`src/mbcg_pkg.sv`:
```
// Shared types and constants for the center-of-gravity accumulator.
package mbcg_pkg;

   localparam int unsigned MASS_W    = 20;
   localparam int unsigned STATION_W = 16;
   localparam int unsigned SUM_W     = 24;
   localparam int unsigned MOMENT_W  = 40;
   localparam int unsigned PROD_W    = MASS_W + 1 + STATION_W;
   localparam int unsigned STATUS_W  = 2;

   // Quotient magnitude never exceeds 2^15, so 16 restoring steps suffice.
   localparam int unsigned QUOT_W    = 16;
   localparam int unsigned STEP_W    = $clog2(QUOT_W);

   localparam logic [STATUS_W-1:0] STATUS_OK        = 2'd0;
   localparam logic [STATUS_W-1:0] STATUS_ZERO_MASS = 2'd1;
   localparam logic [STATUS_W-1:0] STATUS_OVERFLOW  = 2'd2;

   typedef enum logic [1:0] {
      ST_IDLE,
      ST_ACC,
      ST_CHECK,
      ST_DIV
   } state_type;

   typedef struct packed {
      logic                done;
      logic [QUOT_W-1:0]   quotient;
   } div_result_type;

endpackage

```
`src/mass_balance_cg_accumulator_unit.sv`:
```
// Top level: weight-and-balance accumulator with serial center-of-gravity divide.
//
//  channel | ports                                    | handshake
//  --------+------------------------------------------+------------------------------
//  input   | req_load_mass, req_load_station,         | start && !busy takes a word
//          | req_last_load                            |
//  result  | rsp_total_mass, rsp_total_moment,        | rsp_valid high one cycle,
//          | rsp_cg_station, rsp_status               | taken at the edge ending it
//
// A load that is not last keeps busy high through the accumulate state, so the next load waits.
// A last load then passes through a check state; with nonzero mass and no overflow the restoring
// divider then runs to done, and the result strobe is registered after that.
// The product is formed in the accept cycle by one 21x16 multiplier; the adders
// update the sums in the next cycle. Synchronous reset clears the sums and the sequencer.
// The receiver cannot stall: each result is shown for exactly one cycle.
module mass_balance_cg_accumulator_unit #(
   parameter int unsigned MAX_LOADS = 16
) (
   input  logic                                   clock,
   input  logic                                   reset,
   input  logic                                   start,
   output logic                                   busy,
   input  logic [mbcg_pkg::MASS_W-1:0]            req_load_mass,
   input  logic signed [mbcg_pkg::STATION_W-1:0]  req_load_station,
   input  logic                                   req_last_load,
   output logic                                   rsp_valid,
   output logic [mbcg_pkg::SUM_W-1:0]             rsp_total_mass,
   output logic signed [mbcg_pkg::MOMENT_W-1:0]   rsp_total_moment,
   output logic signed [mbcg_pkg::STATION_W-1:0]  rsp_cg_station,
   output logic [mbcg_pkg::STATUS_W-1:0]          rsp_status
);

   localparam int unsigned CNT_W = $clog2(MAX_LOADS + 1);
   localparam logic [CNT_W-1:0] MAX_CNT = CNT_W'(MAX_LOADS);

   mbcg_pkg::state_type state_ff;
   mbcg_pkg::state_type state_in;

   logic [mbcg_pkg::SUM_W-1:0]           mass_sum_ff;
   logic signed [mbcg_pkg::MOMENT_W-1:0] moment_sum_ff;
   logic [CNT_W-1:0]                     load_count_ff;
   logic                                 overflow_ff;

   logic signed [mbcg_pkg::PROD_W-1:0]   prod_ff;
   logic [mbcg_pkg::MASS_W-1:0]          mass_ff;
   logic                                 last_ff;
   logic                                 skip_ff;
   logic                                 neg_ff;

   logic                                 rsp_valid_ff;
   logic [mbcg_pkg::SUM_W-1:0]           rsp_mass_ff;
   logic signed [mbcg_pkg::MOMENT_W-1:0] rsp_moment_ff;
   logic signed [mbcg_pkg::STATION_W-1:0] rsp_cg_ff;
   logic [mbcg_pkg::STATUS_W-1:0]        rsp_status_ff;

   logic                                 accept;
   logic                                 do_acc;
   logic                                 emit_early;
   logic                                 div_start;
   logic                                 emit_div;
   logic [mbcg_pkg::MOMENT_W-1:0]        moment_mag;
   logic [mbcg_pkg::STATION_W-1:0]       cg_value;
   mbcg_pkg::div_result_type             div_res;

   assign accept = start && !busy;
   assign busy   = (state_ff != mbcg_pkg::ST_IDLE);

   // Next state.
   always_comb begin
      state_in = state_ff;
      unique case (state_ff)
         mbcg_pkg::ST_IDLE:  if (accept) state_in = mbcg_pkg::ST_ACC;
         mbcg_pkg::ST_ACC:   state_in = last_ff ? mbcg_pkg::ST_CHECK : mbcg_pkg::ST_IDLE;
         mbcg_pkg::ST_CHECK: begin
            if (overflow_ff || mass_sum_ff == '0) begin
               state_in = mbcg_pkg::ST_IDLE;
            end else begin
               state_in = mbcg_pkg::ST_DIV;
            end
         end
         mbcg_pkg::ST_DIV:   if (div_res.done) state_in = mbcg_pkg::ST_IDLE;
         default:            state_in = mbcg_pkg::ST_IDLE;
      endcase
   end

   // Sequencer outputs.
   always_comb begin
      do_acc     = 1'b0;
      emit_early = 1'b0;
      div_start  = 1'b0;
      emit_div   = 1'b0;
      unique case (state_ff)
         mbcg_pkg::ST_IDLE:  ;
         mbcg_pkg::ST_ACC:   do_acc = 1'b1;
         mbcg_pkg::ST_CHECK: begin
            emit_early = overflow_ff || (mass_sum_ff == '0);
            div_start  = !emit_early;
         end
         mbcg_pkg::ST_DIV:   emit_div = div_res.done;
         default:            ;
      endcase
   end

   assign moment_mag = moment_sum_ff[mbcg_pkg::MOMENT_W-1] ? 
                       mbcg_pkg::MOMENT_W'(-moment_sum_ff) : moment_sum_ff;
   assign cg_value   = neg_ff ? mbcg_pkg::STATION_W'(-div_res.quotient) : div_res.quotient;

   mbcg_div u_div (
      .clock    (clock),
      .reset    (reset),
      .start    (div_start),
      .dividend (moment_mag),
      .divisor  (mass_sum_ff),
      .result   (div_res)
   );

   always_ff @(posedge clock) begin
      if (reset) begin
         state_ff      <= mbcg_pkg::ST_IDLE;
         mass_sum_ff   <= '0;
         moment_sum_ff <= '0;
         load_count_ff <= '0;
         overflow_ff   <= 1'b0;
         rsp_valid_ff  <= 1'b0;
      end else begin
         state_ff     <= state_in;
         rsp_valid_ff <= emit_early || emit_div;
         if (do_acc) begin
            if (skip_ff) begin
               overflow_ff <= 1'b1;
            end else begin
               mass_sum_ff   <= mass_sum_ff + mbcg_pkg::SUM_W'(mass_ff);
               moment_sum_ff <= moment_sum_ff + mbcg_pkg::MOMENT_W'(prod_ff);
               load_count_ff <= load_count_ff + 1'b1;
            end
         end
         // Clear the run once its result is out.
         if (emit_early || emit_div) begin
            mass_sum_ff   <= '0;
            moment_sum_ff <= '0;
            load_count_ff <= '0;
            overflow_ff   <= 1'b0;
         end
      end
   end

   always_ff @(posedge clock) begin
      if (accept) begin
         prod_ff <= $signed({1'b0, req_load_mass}) * req_load_station;
         mass_ff <= req_load_mass;
         last_ff <= req_last_load;
         skip_ff <= (load_count_ff >= MAX_CNT);
      end
      if (div_start) begin
         neg_ff <= moment_sum_ff[mbcg_pkg::MOMENT_W-1];
      end
      if (emit_early) begin
         rsp_cg_ff <= '0;
         if (overflow_ff) begin
            rsp_mass_ff   <= '0;
            rsp_moment_ff <= '0;
            rsp_status_ff <= mbcg_pkg::STATUS_OVERFLOW;
         end else begin
            rsp_mass_ff   <= '0;
            rsp_moment_ff <= moment_sum_ff;
            rsp_status_ff <= mbcg_pkg::STATUS_ZERO_MASS;
         end
      end else if (emit_div) begin
         rsp_mass_ff   <= mass_sum_ff;
         rsp_moment_ff <= moment_sum_ff;
         rsp_cg_ff     <= cg_value;
         rsp_status_ff <= mbcg_pkg::STATUS_OK;
      end
   end

   assign rsp_valid        = rsp_valid_ff;
   assign rsp_total_mass   = rsp_mass_ff;
   assign rsp_total_moment = rsp_moment_ff;
   assign rsp_cg_station   = rsp_cg_ff;
   assign rsp_status       = rsp_status_ff;

   a_strobe_single: assert property (@(posedge clock) disable iff (reset)
      rsp_valid |=> !rsp_valid)
      else $error("result strobe held for two cycles");

   a_accept_busy: assert property (@(posedge clock) disable iff (reset)
      accept |=> busy)
      else $error("block not busy after taking a word");

   a_div_done_state: assert property (@(posedge clock) disable iff (reset)
      div_res.done |-> state_ff == mbcg_pkg::ST_DIV)
      else $error("divider finished outside the divide state");

   a_ok_has_mass: assert property (@(posedge clock) disable iff (reset)
      rsp_valid && rsp_status == mbcg_pkg::STATUS_OK |-> rsp_total_mass != '0)
      else $error("ok status reported with zero total mass");

   a_count_bound: assert property (@(posedge clock) disable iff (reset)
      load_count_ff <= MAX_CNT)
      else $error("load count beyond its limit");

endmodule

```
`src/mbcg_div.sv`:
```
// Bit-serial restoring divider: unsigned magnitude by unsigned mass, one quotient bit a cycle.
module mbcg_div (
   input  logic                              clock,
   input  logic                              reset,
   input  logic                              start,
   input  logic [mbcg_pkg::MOMENT_W-1:0]     dividend,
   input  logic [mbcg_pkg::SUM_W-1:0]        divisor,
   output mbcg_pkg::div_result_type          result
);

   logic [mbcg_pkg::SUM_W-1:0]    rem_ff;
   logic [mbcg_pkg::SUM_W-1:0]    rem_in;
   logic [mbcg_pkg::QUOT_W-1:0]   shift_ff;
   logic [mbcg_pkg::QUOT_W-1:0]   shift_in;
   logic [mbcg_pkg::SUM_W-1:0]    dvsr_ff;
   logic [mbcg_pkg::STEP_W-1:0]   step_ff;
   logic [mbcg_pkg::STEP_W-1:0]   step_in;
   logic                          run_ff;
   logic                          run_in;
   logic                          done_ff;
   logic                          done_in;
   logic [mbcg_pkg::SUM_W:0]      trial;
   logic                          qbit;

   // Trial subtract of the divisor from the partial remainder with the next bit shifted in.
   always_comb begin
      trial = {rem_ff, shift_ff[mbcg_pkg::QUOT_W-1]} - {1'b0, dvsr_ff};
      qbit  = !trial[mbcg_pkg::SUM_W];
   end

   always_comb begin
      rem_in   = rem_ff;
      shift_in = shift_ff;
      step_in  = step_ff;
      run_in   = run_ff;
      done_in  = 1'b0;
      if (start) begin
         // Upper bits are already below the divisor, so they seed the remainder.
         rem_in   = dividend[mbcg_pkg::MOMENT_W-1:mbcg_pkg::QUOT_W];
         shift_in = dividend[mbcg_pkg::QUOT_W-1:0];
         step_in  = '0;
         run_in   = 1'b1;
      end else if (run_ff) begin
         rem_in   = qbit ? trial[mbcg_pkg::SUM_W-1:0]
                         : {rem_ff[mbcg_pkg::SUM_W-2:0], shift_ff[mbcg_pkg::QUOT_W-1]};
         shift_in = {shift_ff[mbcg_pkg::QUOT_W-2:0], qbit};
         step_in  = step_ff + 1'b1;
         if (step_ff == mbcg_pkg::STEP_W'(mbcg_pkg::QUOT_W - 1)) begin
            run_in  = 1'b0;
            done_in = 1'b1;
         end
      end
   end

   always_ff @(posedge clock) begin
      if (reset) begin
         run_ff  <= 1'b0;
         done_ff <= 1'b0;
         step_ff <= '0;
      end else begin
         run_ff  <= run_in;
         done_ff <= done_in;
         step_ff <= step_in;
      end
   end

   always_ff @(posedge clock) begin
      rem_ff   <= rem_in;
      shift_ff <= shift_in;
      if (start) begin
         dvsr_ff <= divisor;
      end
   end

   assign result.done     = done_ff;
   assign result.quotient = shift_ff;

endmodule
```
`config.mk`:
```
export PLATFORM = sky130hd
export DESIGN_NAME = mass_balance_cg_accumulator_unit
export DESIGN_NICKNAME = d
export VERILOG_FILES = /design/src/mbcg_pkg.sv /design/src/mass_balance_cg_accumulator_unit.sv /design/src/mbcg_div.sv
export SDC_FILE = /design/constraint.sdc
export NUM_CORES = 1
export LEC_CHECK = 0
export ABC_AREA = 1
export BUFFER_PORTS_ARGS = -buffer_cell sky130_fd_sc_hd__buf_2
export CORE_UTILIZATION = 64
export CTS_CLUSTER_DIAMETER = 80
export DETAILED_ROUTE_END_ITERATION = 8
export PLACE_DENSITY_LB_ADDON = 0.05
export SLEW_MARGIN = 30
export SYNTH_ARGS = -nofsm -noshare
export SYNTH_HDL_FRONTEND = slang
export SYNTH_SLANG_ARGS = --single-unit
```
`constraint.sdc`:
```
create_clock -name clock -period 9.6 [get_ports clock]
set_clock_uncertainty 0.15 [all_clocks]
set_input_delay 1.92 -clock clock [delete_from_list [all_inputs] [get_ports clock]]
set_output_delay 1.92 -clock clock [all_outputs]
set_load 0.02 [all_outputs]
```
==> implementation parameters <==
Parameter                              Value

Logic synthesis
  Number of flops mapped to enable cells by yosys ... 166
  Flops & latches, synth ... 285
  Post-synthesis async set-or-reset flop share ... 0%
  Top-area cell type share of the netlist area ... between 10% and 20%
  Top flip-flop cell by instance count after synthesis ... sky130_fd_sc_hd__edfxtp_1
  Synth unique cells ... 45
  Syn. warnings ... 0
  Sequential area share after synthesis ... 25.0%
  Yosys top cell by area ... sky130_fd_sc_hd__fa_1
  Area of the mapped netlist ... approximately 0.029 sq mm
  Number of standard cells after synthesis ... 4118
  Synthesized Nets ... 4629
  Syn Area/Cell ... 7.14 sq um
  Most area-consuming cells after synthesis ... sky130_fd_sc_hd__fa_1 (17%), sky130_fd_sc_hd__edfxtp_1 (17%), sky130_fd_sc_hd__nand2_1 (16%), sky130_fd_sc_hd__inv_1 (12%), sky130_fd_sc_hd__ha_1 (9.3%)

Drt
  Remaining number of nets flagged by the antenna check after routing ... 0
  First-pass DRT Iterations ... 6
  Count of unresolved DRC violations after routing ... 0
  DR vias ... 26100
  Post-DR wirelength/cell ... 17.2 microns
  Average vias per placed instance ... 5.43
  Violation count after the first detailed-routing iteration ... 2267
  Final WL ... 82.6 mm

Placed design
  GPL Wtd Cong ... 1.01
  Worst slack at placement ... 1.55 ns
  DPL Wire Length ... 64.8 mm
  IO buf count ... 123

Power and ir drop
  Combinational Power Share ... 70.1%
  Power Density ... around 340 mW/mm^2
  Worst IR drop on VDD ... 0.657 mV
  Static Leakage ... 17.4 nW
  Sw Pwr ... about 5.6 mW
  Sequential Power Share ... 17.8%
  Cell Int Power ... a little over 5 mW
  Net switching fraction of the power ... 52.6%
  Share of total power in the clock network ... 12.1%

Floorplan
  Standard cell core area ... 0.0454 sq mm
  Area of the die ... 0.0468 sq mm
  Initial core utilization ... 64.8%
  Top-level I/O count ... 124
  Width of the die ... 216 microns
  Height of the die ... 216 microns
  Standard-cell rows ... 78

Setup path
  Worst-path maximum fanout ... 21
  Critical path launch point type ... input port
  Kind of capture point of the worst setup path ... register
  Setup Crit Path Kind ... in -> reg
  Arrival time at the worst endpoint ... 7.63 ns
  Internal reg-to-reg setup slack ... 6.17 ns
  Required time of the critical path ... 9.73 ns

Clock network
  Buffers from clock root to sink, at most ... 3
  Post-cts hold buffer count ... 0
  Postcts setup bufs ... 0
  Skew-Pair Late Insertion Delay ... around 0.55 ns
  H-tree depth ... 2
  Clock transition at the register clock pins on the worst setup and hold paths after CTS ... around 0.060 ns
  CTS Buf Count ... 34
  Sink count of the clock tree ... 285
  TritonCTS clock tree ... yes
  Cts repair resizes ... 0
  Buffer cell driving the clock tree root ... sky130_fd_sc_hd__clkbuf_16

Layout
  Share of post-route cells with drive strength above 1 ... ~5.3%
  Count of inserted antenna diode cells ... 0
  Fill cell count ... about 4000
  Area of all sequential standard cells ... 0.00737 sq mm
  Layout Nets ... roughly 4700
  Multi-input gate area in the final layout ... between 0.015 and 0.02 sq mm
  Synthesis-to-layout area growth ... 7.00%

Timing
  Number of pins exceeding their max-slew limit in the final report ... 0
  Post-route fraction of the period consumed by the critical path ... 78.2%
  RSZ-0062 raised after global routing ... no
  Transition at the pin with the smallest max-transition slack ... 0.846 ns
  Final total negative setup slack ... 0 ns
  Relative max-transition margin ... approximately 43%
  Highest achievable clock rate ... 133 MHz
  Finish-stage setup viols ... 0
  Shortest period the worst path allows ... about 7.5 ns
  Final setup margin ... roughly 2.1 ns
  Number of endpoints with negative hold slack in the final report ... 0

Global route
  Largest net degree at the start of global routing ... between 60 and 70
  Overall routing resource usage ... 36.1%
  Wire length of the first global-routing pass ... 131 mm
  Vias in the first global route ... 24700
  Final global-route overflow total ... 0
  Antenna violations before repair ... 0

Hold path
  Path type of the worst min-delay path ... reg -> reg

Run
  Reported max-cap violation count ... 0

Run status
  Result of the run ... finished, final reports clean
-- power by group through the flow --
stage,sequential [mW],combinational [mW],clock [mW]
final,1.89,7.44,1.28
after CTS,1.88,7.35,1.29
after detailed placement,1.90,7.28,0
after global routing,1.89,8.29,1.34
after floorplan,1.83,5.16,0
after global placement,1.90,7.24,0
-- through the flow --
stage          utilization (%)  hold slack (ns)  cell area (sq um)  total power, mW  instances
6_report                  69.4            0.306              31500             10.6       4794
4_1_cts                   69.4            0.305              31500             10.5       4794
2_1_floorplan                -            0.253              29400             6.99       4118
5_1_grt                   69.4            0.320              31500             11.5       4794
3_5_place_dp              66.9            0.287              30400             9.19       4734
3_3_place_gp              66.9            0.285              30400             9.15       4734
-- metal layers --
layer	GRT usage, %	share of wire, %	up-vias	routed length (microns)
li1	-	-	12700	-
met1	48.8	42	12000	34600
met2	57.1	44	1129	36600
met5	0	0	-	0
met4	19.2	5.8	0	4790
met3	4.41	7.9	203	6550
-- path summary, 6_finish.rpt --
check        depth (start not counted)                  from                  to
max reg2reg                         11        mass_sum_ff[3]     u_div.rem_ff[4]
max                                 22  req_load_station[15]         prod_ff[24]
min                                  2    rsp_total_mass[22]  rsp_total_mass[22]
min reg2reg                          2    rsp_total_mass[22]  rsp_total_mass[22]
-- layout make-up --
| cell class | count | area share, % |
|---|---|---|
| tap | 600 | 2.38 |
| multi-input combinational | 2783 | 57.4 |
| inverter | 934 | 11.1 |
| clock buffer | 42 | 2.96 |
| sequential | 285 | 23.4 |
| clock inverter | 18 | 0.560 |
| timing repair buffer | 132 | 2.17 |
-- kinds of logic (layout without fill, tap and decap cells) --
group	Yosys count	in the layout	synth area share [%]
AO/OA/AOI/OAI	397	397	7.10
buffers and inverters	1050	1126	13.6
XOR/XNOR	86	86	2.56
AND/OR/NAND/NOR	1829	1829	25.2
adder cells (fa/ha/maj)	471	471	26.5
flip-flops	285	285	25.0
-- cells in the final DEF (no fill, tap or decap), types with 4 or more instances in the layout --
master                      count
sky130_fd_sc_hd__nor3_1        28
sky130_fd_sc_hd__a21oi_1      229
sky130_fd_sc_hd__dfxtp_1      119
sky130_fd_sc_hd__o21a_1         6
sky130_fd_sc_hd__or2_2         19
sky130_fd_sc_hd__a21boi_0       5
sky130_fd_sc_hd__inv_1        926
sky130_fd_sc_hd__buf_4          9
sky130_fd_sc_hd__xor2_1        56
sky130_fd_sc_hd__clkinv_1       5
sky130_fd_sc_hd__buf_2        123
sky130_fd_sc_hd__nand4_1       37
sky130_fd_sc_hd__a21o_1         5
sky130_fd_sc_hd__clkbuf_1       4
sky130_fd_sc_hd__o21ai_1        7
sky130_fd_sc_hd__xnor2_1       30
sky130_fd_sc_hd__ha_1         218
sky130_fd_sc_hd__o211ai_1       4
sky130_fd_sc_hd__o21bai_1       9
sky130_fd_sc_hd__inv_2          7
sky130_fd_sc_hd__nand3b_1      11
sky130_fd_sc_hd__nor2_1       289
sky130_fd_sc_hd__nor2_2         5
sky130_fd_sc_hd__a31oi_1        7
sky130_fd_sc_hd__fa_1         253
sky130_fd_sc_hd__o21ai_0      117
sky130_fd_sc_hd__nand3_1      198
sky130_fd_sc_hd__nand2_1     1224
sky130_fd_sc_hd__clkinv_2       4
sky130_fd_sc_hd__clkbuf_16     35
sky130_fd_sc_hd__edfxtp_1     166
-- critical path: stages --
cell,delay (ns)
sky130_fd_sc_hd__buf_2,0.10
sky130_fd_sc_hd__inv_1,0.30
sky130_fd_sc_hd__or2_2,0.43
sky130_fd_sc_hd__fa_1,0.55
sky130_fd_sc_hd__inv_1,0.06
sky130_fd_sc_hd__fa_1,0.54
sky130_fd_sc_hd__inv_1,0.06
sky130_fd_sc_hd__fa_1,0.54
sky130_fd_sc_hd__inv_1,0.06
sky130_fd_sc_hd__fa_1,0.51
sky130_fd_sc_hd__fa_1,0.55
sky130_fd_sc_hd__inv_1,0.07
sky130_fd_sc_hd__fa_1,0.55
sky130_fd_sc_hd__inv_1,0.05
sky130_fd_sc_hd__ha_1,0.34
sky130_fd_sc_hd__nand2_1,0.13
sky130_fd_sc_hd__nor2_1,0.12
sky130_fd_sc_hd__inv_1,0.08
sky130_fd_sc_hd__nor2_1,0.17
sky130_fd_sc_hd__or3b_1,0.36
sky130_fd_sc_hd__nand2_1,0.08
sky130_fd_sc_hd__xor2_1,0.06
-- registers in the layout (all words and copies together), names as in the netlist --
register / flops
mass_ff: 20
u_div.done_ff: 1
mass_sum_ff: 24
load_count_ff: 5
rsp_status: 2
u_div.rem_ff: 24
skip_ff: 1
u_div.step_ff: 4
rsp_valid: 1
u_div.run_ff: 1
u_div.dvsr_ff: 24
state_ff: 2
rsp_total_moment: 40
overflow_ff: 1
moment_sum_ff: 40
last_ff: 1
rsp_total_mass: 24
rsp_cg_station: 16
prod_ff: 37
u_div.shift_ff: 16
neg_ff: 1
-- synthesized netlist by cell type, types with 4 or more instances --
library cell,n
sky130_fd_sc_hd__nand2_1,1224
sky130_fd_sc_hd__dfxtp_1,119
sky130_fd_sc_hd__buf_6,4
sky130_fd_sc_hd__o21ai_1,7
sky130_fd_sc_hd__nor2_2,5
sky130_fd_sc_hd__inv_2,5
sky130_fd_sc_hd__o21ai_0,117
sky130_fd_sc_hd__edfxtp_1,166
sky130_fd_sc_hd__nand3b_1,11
sky130_fd_sc_hd__nor2_1,289
sky130_fd_sc_hd__xor2_1,56
sky130_fd_sc_hd__a31oi_1,7
sky130_fd_sc_hd__o21bai_1,9
sky130_fd_sc_hd__a21oi_1,229
sky130_fd_sc_hd__a21o_1,5
sky130_fd_sc_hd__xnor2_1,30
sky130_fd_sc_hd__buf_2,18
sky130_fd_sc_hd__nand4_1,37
sky130_fd_sc_hd__a21boi_0,5
sky130_fd_sc_hd__ha_1,218
sky130_fd_sc_hd__inv_1,928
sky130_fd_sc_hd__o21a_1,6
sky130_fd_sc_hd__fa_1,253
sky130_fd_sc_hd__o211ai_1,4
sky130_fd_sc_hd__nor3_1,29
sky130_fd_sc_hd__nand3_1,198
sky130_fd_sc_hd__clkbuf_1,90
sky130_fd_sc_hd__or2_2,19
(Power assumes the default switching activity.)
